### src/rtl/mexp_pkg.sv
// ----------------------------------------------------------------------------
// Modular exponentiation package
// Register indexes, reset values and the control and status bundles that pass
// between the sequencer and the bit-serial modular multiplier.
// ----------------------------------------------------------------------------
package mexp_pkg;

	// Width of the register index on the configuration port.
	localparam int CFG_IDX_W = 2;

	// Register indexes of the configuration port.
	localparam logic [CFG_IDX_W-1:0] REG_EXPONENT = 2'd0;
	localparam logic [CFG_IDX_W-1:0] REG_MODULUS  = 2'd1;

	// Reset values of the registers, cut to the field widths where they are used.
	localparam logic [31:0] EXPONENT_RESET = 32'd1;
	localparam logic [31:0] MODULUS_RESET  = 32'd65535;

	// Request from the sequencer to the multiplier.
	typedef struct packed {
		logic start;
	} mul_ctl_t;

	// Status from the multiplier back to the sequencer.
	typedef struct packed {
		logic busy;
		logic done;
	} mul_sts_t;

endpackage

### src/rtl/mexp_mulmod.sv
// ----------------------------------------------------------------------------
// Bit-serial modular multiplier
// Computes x * y mod m by interleaved doubling and adding, most significant
// bit of x first, with a doubling step and then an adding step for each bit.
// ----------------------------------------------------------------------------
module mexp_mulmod
	import mexp_pkg::*;
#(
	parameter int W = 16
) (
	input  logic         clk,
	input  logic         arst_n,
	input  mul_ctl_t     ctl,
	output mul_sts_t     sts,
	input  logic [W-1:0] x,
	input  logic [W-1:0] y,
	input  logic [W-1:0] m,
	output logic [W-1:0] product
);

	localparam int CW = $clog2(W);

	logic [W-1:0]  x_q;
	logic [W-1:0]  y_q;
	logic [W-1:0]  m_q;
	logic [W-1:0]  r_q;
	logic [CW-1:0] cnt_q;
	logic          add_phase_q;
	logic          busy_q;
	logic          done_q;

	logic [W-1:0]  addend;
	logic [W:0]    sum;
	logic          sub_ok;
	logic [W:0]    sum_red;

	// One shared adder: r + r on the doubling cycle, r + (bit ? y : 0) on the
	// adding cycle. A zero modulus leaves the sum to wrap at the field width.
	always_comb begin
		if (!add_phase_q) begin
			addend = r_q;
		end else if (x_q[W-1]) begin
			addend = y_q;
		end else begin
			addend = '0;
		end
		sum     = {1'b0, r_q} + {1'b0, addend};
		sub_ok  = (m_q != '0) && (sum >= {1'b0, m_q});
		sum_red = sub_ok ? (sum - {1'b0, m_q}) : sum;
	end

	always_ff @(posedge clk or negedge arst_n) begin
		if (!arst_n) begin
			busy_q      <= 1'b0;
			done_q      <= 1'b0;
			add_phase_q <= 1'b0;
			cnt_q       <= '0;
		end else begin
			done_q <= 1'b0;
			if (ctl.start) begin
				busy_q      <= 1'b1;
				add_phase_q <= 1'b0;
				cnt_q       <= CW'(W - 1);
			end else if (busy_q) begin
				add_phase_q <= !add_phase_q;
				if (add_phase_q) begin
					if (cnt_q == '0) begin
						busy_q <= 1'b0;
						done_q <= 1'b1;
					end else begin
						cnt_q <= cnt_q - 1'b1;
					end
				end
			end
		end
	end

	always_ff @(posedge clk) begin
		if (ctl.start) begin
			x_q <= x;
			y_q <= y;
			m_q <= m;
			r_q <= '0;
		end else if (busy_q) begin
			r_q <= sum_red[W-1:0];
			if (add_phase_q) begin
				x_q <= x_q << 1;
			end
		end
	end

	assign sts.busy = busy_q;
	assign sts.done = done_q;
	assign product  = r_q;

endmodule

### src/rtl/modular_exponentiation_unit.sv
// ----------------------------------------------------------------------------
// Modular exponentiation unit
// Raises each base beat to the configured exponent, reduced by the configured
// modulus, using left-to-right square-and-multiply over a bit-serial multiplier.
// ----------------------------------------------------------------------------
// The unit works on one base at a time. Every modular multiplication runs in
// the shared bit-serial multiplier, which takes one bit of the left operand at
// a time in a doubling step and then an adding step. After a base beat is
// accepted, the exponent is shifted left one bit per cycle, by up to EXP_WIDTH-1
// bits, until its top set bit is found, the base is reduced once by the modulus
// (one multiplication by one), and then every exponent bit from the top set bit
// down costs one squaring, plus one multiplication by the base where the bit is
// set. A zero exponent returns 1, unreduced even for a modulus of one. A zero
// modulus makes all arithmetic wrap at VALUE_WIDTH bits. The result sits in an
// output register, so a new base beat is taken while an earlier result waits on
// power_stall. The exponent and modulus registers are written through the cfg
// port, which is always ready; they must only be changed while no base beat is
// in flight.
// ----------------------------------------------------------------------------
module modular_exponentiation_unit
	import mexp_pkg::*;
#(
	parameter int VALUE_WIDTH = 16,
	parameter int EXP_WIDTH   = 16
) (
	input  logic                   clk,
	input  logic                   arst_n,
	// Configuration write channel
	input  logic                   cfg_valid,
	output logic                   cfg_ready,
	input  logic [CFG_IDX_W-1:0]   cfg_index,
	input  logic [((VALUE_WIDTH > EXP_WIDTH) ? VALUE_WIDTH : EXP_WIDTH)-1:0] cfg_data,
	// Base input channel
	input  logic                   base_valid,
	output logic                   base_stall,
	input  logic [VALUE_WIDTH-1:0] base,
	// Power output channel
	output logic                   power_valid,
	input  logic                   power_stall,
	output logic [VALUE_WIDTH-1:0] power
);

	localparam int BW = $clog2(EXP_WIDTH + 1);

	// Sequencer states, one-hot.
	typedef enum logic [5:0] {
		ST_IDLE = 6'b000001,
		ST_SEEK = 6'b000010,
		ST_REDB = 6'b000100,
		ST_SQR  = 6'b001000,
		ST_MUL  = 6'b010000,
		ST_DONE = 6'b100000
	} seq_state_t;

	seq_state_t             state_q;
	logic [EXP_WIDTH-1:0]   exponent_q;
	logic [VALUE_WIDTH-1:0] modulus_q;
	logic [EXP_WIDTH-1:0]   exp_sh_q;
	logic [BW-1:0]          bits_q;
	logic [VALUE_WIDTH-1:0] base_q;
	logic [VALUE_WIDTH-1:0] acc_q;
	logic [VALUE_WIDTH-1:0] power_q;
	logic                   power_valid_q;
	logic                   go_q;

	logic                   base_accept;
	logic                   out_free;
	logic [VALUE_WIDTH-1:0] one_red;
	logic [VALUE_WIDTH-1:0] mul_x;
	logic [VALUE_WIDTH-1:0] mul_y;
	logic [VALUE_WIDTH-1:0] mul_p;
	mul_ctl_t               mul_ctl;
	mul_sts_t               mul_sts;

	// Configuration registers. Writes to indexes beyond the list are dropped.
	assign cfg_ready = 1'b1;

	always_ff @(posedge clk or negedge arst_n) begin
		if (!arst_n) begin
			exponent_q <= EXP_WIDTH'(EXPONENT_RESET);
			modulus_q  <= VALUE_WIDTH'(MODULUS_RESET);
		end else if (cfg_valid && cfg_ready) begin
			case (cfg_index)
				REG_EXPONENT: exponent_q <= cfg_data[EXP_WIDTH-1:0];
				REG_MODULUS:  modulus_q  <= cfg_data[VALUE_WIDTH-1:0];
				default:      ;
			endcase
		end
	end

	// One reduced by the modulus: zero for a modulus of one, otherwise one.
	assign one_red = (modulus_q == VALUE_WIDTH'(1)) ? '0 : VALUE_WIDTH'(1);

	assign base_stall  = (state_q != ST_IDLE);
	assign base_accept = base_valid && !base_stall;
	assign out_free    = !power_valid_q || !power_stall;

	// Operand selection for the multiplier; the operands are captured on the
	// start cycle, which follows the state change that selects them.
	always_comb begin
		case (state_q)
			ST_REDB: begin
				mul_x = base_q;
				mul_y = one_red;
			end
			ST_MUL: begin
				mul_x = acc_q;
				mul_y = base_q;
			end
			default: begin
				mul_x = acc_q;
				mul_y = acc_q;
			end
		endcase
	end

	assign mul_ctl.start = go_q;

	mexp_mulmod #(
		.W (VALUE_WIDTH)
	) u_mulmod (
		.clk     (clk),
		.arst_n  (arst_n),
		.ctl     (mul_ctl),
		.sts     (mul_sts),
		.x       (mul_x),
		.y       (mul_y),
		.m       (modulus_q),
		.product (mul_p)
	);

	// Control part of the sequencer.
	always_ff @(posedge clk or negedge arst_n) begin
		if (!arst_n) begin
			state_q       <= ST_IDLE;
			go_q          <= 1'b0;
			power_valid_q <= 1'b0;
			bits_q        <= '0;
		end else begin
			go_q <= 1'b0;
			// A taken result beat empties the output register, unless the
			// finishing item refills it at the same edge.
			if (power_valid_q && !power_stall && state_q != ST_DONE) begin
				power_valid_q <= 1'b0;
			end
			case (state_q)
				ST_IDLE: begin
					if (base_accept) begin
						bits_q  <= BW'(EXP_WIDTH);
						state_q <= (exponent_q == '0) ? ST_DONE : ST_SEEK;
					end
				end
				ST_SEEK: begin
					if (exp_sh_q[EXP_WIDTH-1]) begin
						state_q <= ST_REDB;
						go_q    <= 1'b1;
					end else begin
						bits_q <= bits_q - 1'b1;
					end
				end
				ST_REDB: begin
					if (mul_sts.done) begin
						state_q <= ST_SQR;
						go_q    <= 1'b1;
					end
				end
				ST_SQR, ST_MUL: begin
					if (mul_sts.done) begin
						if (state_q == ST_SQR && exp_sh_q[EXP_WIDTH-1]) begin
							state_q <= ST_MUL;
							go_q    <= 1'b1;
						end else if (bits_q == BW'(1)) begin
							state_q <= ST_DONE;
						end else begin
							bits_q  <= bits_q - 1'b1;
							state_q <= ST_SQR;
							go_q    <= 1'b1;
						end
					end
				end
				ST_DONE: begin
					if (out_free) begin
						power_valid_q <= 1'b1;
						state_q       <= ST_IDLE;
					end
				end
				default: begin
					state_q <= ST_IDLE;
				end
			endcase
		end
	end

	// Data part of the sequencer.
	always_ff @(posedge clk) begin
		case (state_q)
			ST_IDLE: begin
				if (base_accept) begin
					base_q   <= base;
					exp_sh_q <= exponent_q;
					acc_q    <= VALUE_WIDTH'(1);
				end
			end
			ST_SEEK: begin
				if (!exp_sh_q[EXP_WIDTH-1]) begin
					exp_sh_q <= exp_sh_q << 1;
				end
			end
			ST_REDB: begin
				if (mul_sts.done) begin
					base_q <= mul_p;
					acc_q  <= one_red;
				end
			end
			ST_SQR, ST_MUL: begin
				if (mul_sts.done) begin
					acc_q <= mul_p;
					if (!(state_q == ST_SQR && exp_sh_q[EXP_WIDTH-1])) begin
						exp_sh_q <= exp_sh_q << 1;
					end
				end
			end
			ST_DONE: begin
				if (out_free) begin
					power_q <= acc_q;
				end
			end
			default: ;
		endcase
	end

	assign power_valid = power_valid_q;
	assign power       = power_q;

endmodule

### config.mk
export PLATFORM = sky130hd
export DESIGN_NAME = modular_exponentiation_unit
export DESIGN_NICKNAME = d
export VERILOG_FILES = /design/src/rtl/mexp_pkg.sv /design/src/rtl/mexp_mulmod.sv /design/src/rtl/modular_exponentiation_unit.sv
export SDC_FILE = /design/constraint.sdc
export NUM_CORES = 1
export LEC_CHECK = 0
export ABC_AREA = 0
export BUFFER_PORTS_ARGS = -buffer_cell sky130_fd_sc_hd__buf_2
export CAP_MARGIN = 25
export CORE_MARGIN = 2
export CORE_UTILIZATION = 50
export CTS_CLUSTER_DIAMETER = 60
export CTS_CLUSTER_SIZE = 40
export DETAILED_ROUTE_END_ITERATION = 10
export GPL_ROUTABILITY_DRIVEN = 0
export GPL_TIMING_DRIVEN = 0
export MAX_ROUTING_LAYER = met4
export PLACE_DENSITY = 0.68
export RECOVER_POWER = 50
export SLEW_MARGIN = 20
export SYNTH_ARGS = -nofsm -noshare
export SYNTH_HDL_FRONTEND = slang
export SYNTH_SLANG_ARGS = --single-unit
### constraint.sdc
create_clock -name clk -period 5.73 [get_ports clk]
set_input_delay 0.2865 -clock clk [delete_from_list [all_inputs] [get_ports clk]]
set_output_delay 0.2865 -clock clk [all_outputs]
set_load 0.05 [all_outputs]
==> run metrics, run 1 <==
Hold Path Origin=cfg_data[13]; Fillers=1539; failing checks=max-capacitance violations, max-slew violations; Synth top area share=0.367; Routed WL=21.4 mm; GR Util All Layers=0.231; slew of the pin with the lowest slew margin=2.75 ns; first-pass GRT wire length=34.5 mm; 1st-iter DRT viols=545; Critical Path Slowest Stage Cell=dfrtp_1; Vias per Instance=5.78; clk buf depth=2; Post-DP HPWL=16.0 mm; number of flops mapped to enable cells by yosys=112; Crit Path Category=reg2reg; Seq. cell area=5010 µm²; Final Setup Violations=0; RSZ-0062 raised after global routing=false; asr flop ratio synth=0.289; Final min period=5.23 ns; initial antenna violation count=0; net count after synthesis=911; DR DRC count=0; Root Buffer=clkbuf_16; CTS tree=done; largest fanout on the critical path=10; synth top area cells=edfxtp_1, dfrtp_1, dfstp_2, ha_1, mux2_2; syn avg cell area=11.0 µm²; Rel. slew slack=-0.833; layout cells sized above 1=0.129; pin count of the biggest net entering global routing=53; FF-to-FF setup slack=0.50 ns; layout overhead on the synthesized area=13.1%; worst min-delay path category=in2reg; Mapped Area=9160 µm²; max cap viols=1; 1st-pass router iterations=5; Syn. warnings=0; Critical Path AT=5.51 ns; WHS Endpoint=exponent_q[13]$_DFFE_PN0P_; top cells by count, synth=edfxtp_1, nand2_1, nor2_1; period utilisation layout=0.912; post-synthesis cell type count=65; Clk Latency, worst-skew pair=0.44 ns; CP max stage delay=0.40 ns; Detail Route Antenna Nets=0; DR WL/cell=18.5 µm; placed inst area=9780 µm²; status=finished with violations; worst path cell trace=and2_1 -> clkbuf_1 -> clkbuf_2 -> nand2_1 -> o21ai_0 -> ha_1 -> o21ai_0 -> nand2b_1 -> o311ai_2 -> a31oi_1 -> a41o_1 -> a21oi_1 -> xnor2_1 -> ha_1 -> nand4_1 -> nor4_1 -> or3_1 -> a311oi_1 -> or2_1 -> nand2_2 -> buf_4 -> mux2i_1 -> a211oi_1; num rows=49; area of the core=18000 µm²; vias in the first global route=6582; Multi-input gate area=3840 µm²; reg-to-reg endpoint=u_mulmod.product[11]$_SDFFE_PP0P_; grt ovf=0; Fmax=0.191 GHz; Buffers on Ports=56; CP Capture Type=register; Crit Reg-Reg Startpoint=u_mulmod.add_phase_q$_DFFE_PN0P_; Yosys reg bits=180; die area=19400 µm²; critical path required time=6.02 ns; leading area contributor after synthesis=edfxtp_1; total negative slack=0 ns; initial core utilization=0.510; Die X=139 µm; Sink Count=180; vias=6679; ys flop type=edfxtp_1; final hold viol count=0; instance count of the mapped netlist=833; most common cell in the netlist=edfxtp_1; FF-to-FF path depth=23; post-layout instance area=10400 µm²; H-Tree Depth=4; Worst-path clk slew=0.07 ns; ant diodes=0; hold path cells=2; post-layout util=0.576; clk_skew=0.0119 ns; # IOs=58; CTS Buf Count=17; post-CTS setup buffer count=0; sequential fraction of the synthesis area=0.547; Die Span Y=139 µm; Final Slew Violations=53; fin nets=991; type of origin of the critical path=register
==> worst max-delay path: cells and delay by family (launching register included) <==
family	cells	cell delay [ns]
AOI/OAI and AO/OA	8	1.60
xor gates and xnor gates	1	0.18
and+or+nand+nor	8	1.20
adders and majority gates	2	0.62
buffers and inverters	3	0.82
DFF	1	0.40
muxes	1	0.27
==> through the flow <==
step	hold slack, ns	cells	setup WS (ns)
3_3_place_gp	0.479	1118	0.382
6_report	0.100	1155	0.503
4_1_cts	0.0974	1155	0.300
2_1_floorplan	-0.00909	833	1.28
5_1_grt	0.107	1155	0.0480
3_5_place_dp	0.358	1122	0.342
==> cell families (layout without fill, tap and decap cells) <==
group,after synthesis,after routing,synth area share
AND/OR/NAND/NOR,249,249,0.131
AO/OA/AOI/OAI,187,187,0.131
flip-flops,180,180,0.547
buffers and inverters,85,178,0.0357
multiplexers,60,60,0.0700
adder cells (fa/ha/maj),39,39,0.0549
XOR/XNOR,32,32,0.0306
other,1,1,0.000410
==> flip-flops by register name (all words and copies together), names as in the netlist, 4 cells and up <==
signal            cells
state_q               6
u_mulmod.m_q         16
u_mulmod.y_q         16
modulus_q            16
acc_q                16
exponent_q           16
u_mulmod.cnt_q        4
exp_sh_q             16
bits_q                5
base_q               16
power                16
u_mulmod.product     16
u_mulmod.x_q         16
==> metal layers <==
metal | global-route usage | share of wire | vias to the layer above
li1 | - | - | 3203
met1 | 0.309 | 0.45 | 3251
met2 | 0.368 | 0.48 | 191
met3 | 0.0358 | 0.048 | 34
met4 | 0.0665 | 0.017 | 0
met5 | - | 0 | -
==> how the worst max path moves through the flow <==
stage	from	end	cells after the start
after global routing	u_mulmod.add_phase_q$_DFFE_PN0P_	u_mulmod.product[12]$_SDFFE_PP0P_	23
after CTS	u_mulmod.add_phase_q$_DFFE_PN0P_	u_mulmod.product[12]$_SDFFE_PP0P_	20
final	u_mulmod.add_phase_q$_DFFE_PN0P_	u_mulmod.product[11]$_SDFFE_PP0P_	23
after detailed placement	u_mulmod.add_phase_q$_DFFE_PN0P_	u_mulmod.product[12]$_SDFFE_PP0P_	20
after floorplan	u_mulmod.add_phase_q$_DFFE_PN0P_	u_mulmod.product[13]$_SDFFE_PP0P_	23
after global placement	u_mulmod.add_phase_q$_DFFE_PN0P_	u_mulmod.product[12]$_SDFFE_PP0P_	23
==> area by class of cell <==
class / count / area share
flip-flops and latches: 180 / 0.484
clock inverters: 15 / 0.0161
well taps: 229 / 0.0277
repair buffers: 61 / 0.0289
inverters: 51 / 0.0185
clock buffers: 17 / 0.0411
multi-input cells: 568 / 0.371
plain buffers: 34 / 0.0133
==> repair_timing <==
item	4_1_cts	5_1_grt
setup endpoints to repair	0	15
hold buffers	1	0
endpoints found under the hold margin	34	0
resized for setup	0	6
==> cell usage in the layout (no fill, tap or decap), types with 7 or more instances in the layout <==
master	synthesis	routed
edfxtp_1	112	112
nand2_1	80	80
nor2_1	65	65
o21ai_0	60	60
inv_1	51	51
clkbuf_1	31	50
a21oi_1	41	40
ha_1	37	37
buf_2	0	36
dfrtp_1	34	34
mux2_2	32	32
mux2i_1	28	28
nor4_1	20	20
xnor2_1	19	19
clkbuf_16	0	17
dfstp_1	0	16
dfxtp_1	16	16
a22o_1	15	15
nand3_1	14	14
a211oi_1	14	14
nand2b_1	13	13
xor2_1	13	13
a21o_1	11	11
nor3_1	9	8
nand3b_1	7	7
nand4_1	7	7
o21a_1	7	7
Power of run 1 is left out: the tool's default activity adds up to more than one toggle a clock period on the data nets, which glitch-free logic cannot reach.
==> inputs of run 2 (changes only) <==
--- a/config.mk
+++ b/config.mk
@@ -18,6 +18,7 @@
 export MAX_ROUTING_LAYER = met4
 export PLACE_DENSITY = 0.68
 export RECOVER_POWER = 50
+export REMOVE_ABC_BUFFERS = 1
 export SLEW_MARGIN = 20
 export SYNTH_ARGS = -nofsm -noshare
 export SYNTH_HDL_FRONTEND = slang
==> run 2 against run 1 <==
  * The run still ends with max-capacitance violations, max-slew violations left
  * Wire length decreased by 13%
  * Sequential cell count unchanged
  * Worst hold slack improved by 0.0088 ns
  * Critical endpoint is now u_mulmod.product[15]$_SDFFE_PP0P_
==> run metrics, run 2 (same netlist as run 1, synthesis figures left out) <==
failing checks=max-capacitance violations, max-slew violations; reg-to-reg endpoint=u_mulmod.product[15]$_SDFFE_PP0P_; worst min-delay path category=in2reg; most frequent cells in the layout=edfxtp_1, nand2_1, nor2_1; final hold viol count=0; initial core utilization=0.510; critical path required time=6.05 ns; GR Util All Layers=0.204; vias in the first global route=6105; Crit Reg-Reg Startpoint=u_mulmod.add_phase_q$_DFFE_PN0P_; Sink Count=180; grt ovf=0; die area=19400 µm²; period utilisation layout=0.931; crit path to=u_mulmod.product[15]$_SDFFE_PP0P_; largest fanout on the critical path=22; fin nets=966; Root Buffer=clkbuf_16; 1st-iter DRT viols=287; hold_ws=0.109 ns; first-pass GRT wire length=30.8 mm; Vias per Instance=5.56; Crit Path Category=reg2reg; pre-CTS WS=-0.512 ns; M3 GR Usage=0.0423; CP Capture Type=register; area of the core=18000 µm²; vias=6282; Routed WL=18.6 mm; Final Slew Violations=53; pin count of the biggest net entering global routing=67; Worst-path clk slew=0.06 ns; Critical Path AT=5.65 ns; most common cell after layout, fill and taps aside=edfxtp_1; Buffers on Ports=56; Die Span Y=139 µm; num rows=49; # IOs=58; setup ws final=0.394 ns; M2 GR Usage=0.326; type of origin of the critical path=register; 1st-pass router iterations=4; origin of the worst setup path=u_mulmod.add_phase_q$_DFFE_PN0P_; FF-to-FF setup slack=0.39 ns; Detail Route Antenna Nets=0; Die X=139 µm; FF-to-FF path depth=21; initial antenna violation count=0; Final Setup Violations=0; CTS Buf Count=17; layout overhead on the synthesized area=13.2%; slew of the pin with the lowest slew margin=2.78 ns; clk_skew=0.0134 ns; DR WL/cell=16.5 µm; ant diodes=0; DR DRC count=0; Final min period=5.34 ns; Post-DP HPWL=13.5 mm; H-Tree Depth=4; most used routing layer=met2; RSZ-0062 raised after global routing=false; status=finished with violations; GR Util met1=0.266; Fmax=0.187 GHz; layout cells sized above 1=0.139; clk buf depth=2; Rel. slew slack=-0.855; CTS tree=done; post-CTS setup buffer count=0; max cap viols=1; Clk Latency, worst-skew pair=0.43 ns
-- run 2: per-stage QoR --
| stage | instances | utilization | area, µm² | TNS (ns) |
|---|---|---|---|---|
| after floorplan | 799 | - | 9020 | 0 |
| after global placement | 1084 | 0.534 | 9590 | -13.86 |
| after detailed placement | 1097 | 0.545 | 9790 | -5.80 |
| after CTS | 1130 | 0.579 | 10400 | 0 |
| after global routing | 1130 | 0.577 | 10400 | 0 |
| final | 1130 | 0.577 | 10400 | 0 |
-- run 2: worst max-delay path, stage by stage, from the launching register on --
cell and delay (ns):
dfrtp_4 0.57, and2_4 0.32, nand2_1 0.07, o21ai_0 0.08, ha_1 0.19, inv_1 0.05
fa_1 0.40, nand3b_1 0.23, a21oi_1 0.21, a211oi_1 0.10, o31a_1 0.35, a21oi_1 0.20
xor2_1 0.30, ha_1 0.34, nand4_1 0.11, nor4_1 0.05, or3_1 0.31, a311oi_1 0.36
or2_1 0.25, nand2_4 0.20, and4b_1 0.25, a211o_1 0.26
-- run 2: how the worst min path moves through the flow --
| stage | startpoint | end | slack [ns] | cells after the start |
|---|---|---|---|---|
| after floorplan | arst_n | bits_q[0]$_DFFE_PN0P_ | -0.009 | 0 |
| after global placement | acc_q[0]$_DFFE_PP_ | power[0]$_DFFE_PP_ | 0.46 | 0 |
| after detailed placement | arst_n | u_mulmod.cnt_q[1]$_DFFE_PN0P_ | 0.36 | 1 |
| after CTS | cfg_data[9] | modulus_q[9]$_DFFE_PN1P_ | 0.08 | 2 |
| after global routing | cfg_data[9] | exponent_q[9]$_DFFE_PN0P_ | 0.10 | 2 |
| final | cfg_data[9] | modulus_q[9]$_DFFE_PN1P_ | 0.11 | 2 |
-- run 2: timing repair --
item                       4_1_cts  5_1_grt
hold buffers                     1        0
setup endpoints to repair       16       16
hold endpoints to repair        34        0
resized for setup                3        5
-- run 2: cell type report --
| type | instances | area (µm²) |
|---|---|---|
| clock inverters | 5 | 33.8 |
| multi-input cells | 568 | 3860 |
| well taps | 229 | 287 |
| flip-flops and latches | 180 | 5010 |
| inverters | 51 | 191 |
| repair buffers | 70 | 412 |
| clock buffers | 27 | 568 |
| fillers | 1517 | 7600 |
-- run 2: metal layers --
layer	vias to the layer above	routed length [µm]
li1	3142	-
met1	3038	8650
met2	89	9150
met3	13	597
met4	0	194
met5	-	0
Power of run 2 is left out for the same reason.
==> inputs of run 3 (changes only) <==
--- a/config.mk
+++ b/config.mk
@@ -10,6 +10,7 @@
 export CAP_MARGIN = 25
 export CORE_MARGIN = 2
 export CORE_UTILIZATION = 50
+export CTS_BUF_LIST = sky130_fd_sc_hd__clkbuf_2
 export CTS_CLUSTER_DIAMETER = 60
 export CTS_CLUSTER_SIZE = 40
 export DETAILED_ROUTE_END_ITERATION = 10
==> run 3 against run 2 <==
  * The flow still finishes with violations (max-capacitance violations, max-slew violations)
  * Wire length increased by 3.0%
  * Critical path depth decreased by 1
  * Worst hold slack gained 0.21 ns
==> run metrics, run 3 (same netlist as run 1, synthesis figures left out) <==
status=finished with violations; failing checks=max-capacitance violations, max-slew violations; clk buf depth=2; grt ovf=0; slew of the pin with the lowest slew margin=2.76 ns; final hold viol count=0; CP Capture Type=register; vias in the first global route=6259; num rows=49; FF-to-FF path depth=20; vias=6476; H-Tree Depth=4; clk_skew=0.0352 ns; reg-to-reg endpoint=u_mulmod.product[15]$_SDFFE_PP0P_; Critical Path AT=5.94 ns; DR DRC count=0; type of origin of the critical path=register; CTS tree=done; initial core utilization=0.510; Worst-path clk slew=0.26 ns; Fmax=0.190 GHz; initial antenna violation count=1; Clk Latency, worst-skew pair=0.75 ns; Sink Count=180; 1st-pass router iterations=4; # IOs=58; critical path required time=6.40 ns; GR Util All Layers=0.208; die area=19400 µm²; layout overhead on the synthesized area=14.0%; Crit Reg-Reg Startpoint=u_mulmod.add_phase_q$_DFFE_PN0P_; hold path cells=3; Crit Path Category=reg2reg; FF-to-FF setup slack=0.46 ns; pin count of the biggest net entering global routing=67; Final min period=5.27 ns; Buffers on Ports=56; 1st-iter DRT viols=319; Post-DP HPWL=13.5 mm; most frequent cells in the layout=edfxtp_1, nand2_1, nor2_1; total negative slack=0 ns; layout cells sized above 1=0.135; Final Slew Violations=53; Rel. slew slack=-0.842; setup ws final=0.463 ns; Die X=139 µm; max cap viols=1; Root Buffer=clkbuf_2; worst path cell trace=and2_4 -> nand2_1 -> o21ai_0 -> ha_1 -> a21oi_1 -> o211ai_1 -> o311ai_1 -> a31oi_1 -> a41o_1 -> a21oi_1 -> xnor2_1 -> ha_1 -> nand4_1 -> nor4_1 -> or3_1 -> a311oi_1 -> or2_1 -> nand2_4 -> and4b_1 -> a211o_1; largest fanout on the critical path=17; period utilisation layout=0.919; worst min-delay path category=in2reg; most common cell after layout, fill and taps aside=edfxtp_1; WHS Endpoint=exponent_q[3]$_DFFE_PN0P_; Vias per Instance=5.52; first-pass GRT wire length=31.4 mm; fin nets=1008; Critical Path Slowest Stage Cell=dfrtp_4; Die Span Y=139 µm; RSZ-0062 raised after global routing=false; Final Setup Violations=0; Detail Route Antenna Nets=0; CTS Buf Count=17; Routed WL=19.2 mm; CP max stage delay=0.60 ns; pre-CTS WS=-0.512 ns; Hold Path Origin=cfg_data[3]; area of the core=18000 µm²; DR WL/cell=16.3 µm
run 3: changes by cell type in the layout (fill, tap and decap cells not counted), moves of 2 or more:
cell and delta:
clkbuf_1 -4, bufinv_16 +4, clkbuf_2 +21, clkbuf_16 -21, clkbuf_8 -2, dlygate4sd3_1 +41
run 3: worst max-delay path by stage:
stage | start | cells after the start | end
finish | u_mulmod.add_phase_q$_DFFE_PN0P_ | 20 | u_mulmod.product[15]$_SDFFE_PP0P_
global route | u_mulmod.add_phase_q$_DFFE_PN0P_ | 20 | u_mulmod.product[3]$_SDFFE_PP0P_
CTS | u_mulmod.add_phase_q$_DFFE_PN0P_ | 20 | u_mulmod.product[15]$_SDFFE_PP0P_
detailed placement | u_mulmod.add_phase_q$_DFFE_PN0P_ | 20 | u_mulmod.product[15]$_SDFFE_PP0P_
global placement | u_mulmod.add_phase_q$_DFFE_PN0P_ | 20 | u_mulmod.product[15]$_SDFFE_PP0P_
floorplan | u_mulmod.add_phase_q$_DFFE_PN0P_ | 20 | u_mulmod.product[15]$_SDFFE_PP0P_
run 3: layout make-up:
cell class                      count  area [µm²]
Sequential cell                   180        5010
Clock buffer                       21         105
Clock inverter                     11         161
Tap cell                          229         287
Inverter                           51         191
Multi-Input combinational cell    568        3850
Timing Repair Buffer              112         830
Antenna cell                        1        2.50
Fill cell                        1543        7530
run 3: worst max-delay path: cells and delay by family, from the launching register on:
| kind | cells | cell delay [ns] |
|---|---|---|
| adder cells (fa/ha/maj) | 2 | 0.60 |
| flip-flops | 1 | 0.60 |
| AND/OR/NAND/NOR | 8 | 1.48 |
| XOR/XNOR | 1 | 0.19 |
| AO/OA/AOI/OAI | 9 | 2.31 |
run 3: metrics by stage:
step                       util  std cells  instance area, µm²  hold slack [ns]
after floorplan               -        799                9020         -0.00909
after global placement    0.534       1084                9590            0.462
after detailed placement  0.545       1097                9790            0.356
after CTS                 0.583       1171               10500           0.0146
after global routing      0.581       1173               10400            0.230
final                     0.581       1173               10400            0.318
run 3: per-layer routing:
metal,part of all wire,vias up,GRT usage
met1,0.47,3117,0.271
met3,0.028,24,0.0365
met2,0.49,111,0.336
met5,0,-,-
met4,0.015,0,0.0585
li1,-,3224,-
run 3: repair_timing:
| action | in CTS | in global routing |
|---|---|---|
| cloned | 0 | 0 |
| buffers inserted | 0 | 1 |
| setup endpoints to repair | 16 | 16 |
| hold endpoints to repair | 120 | 0 |
| gates resized for setup | 4 | 2 |
| hold buffers | 42 | 0 |
Power of run 3 is left out for the same reason.
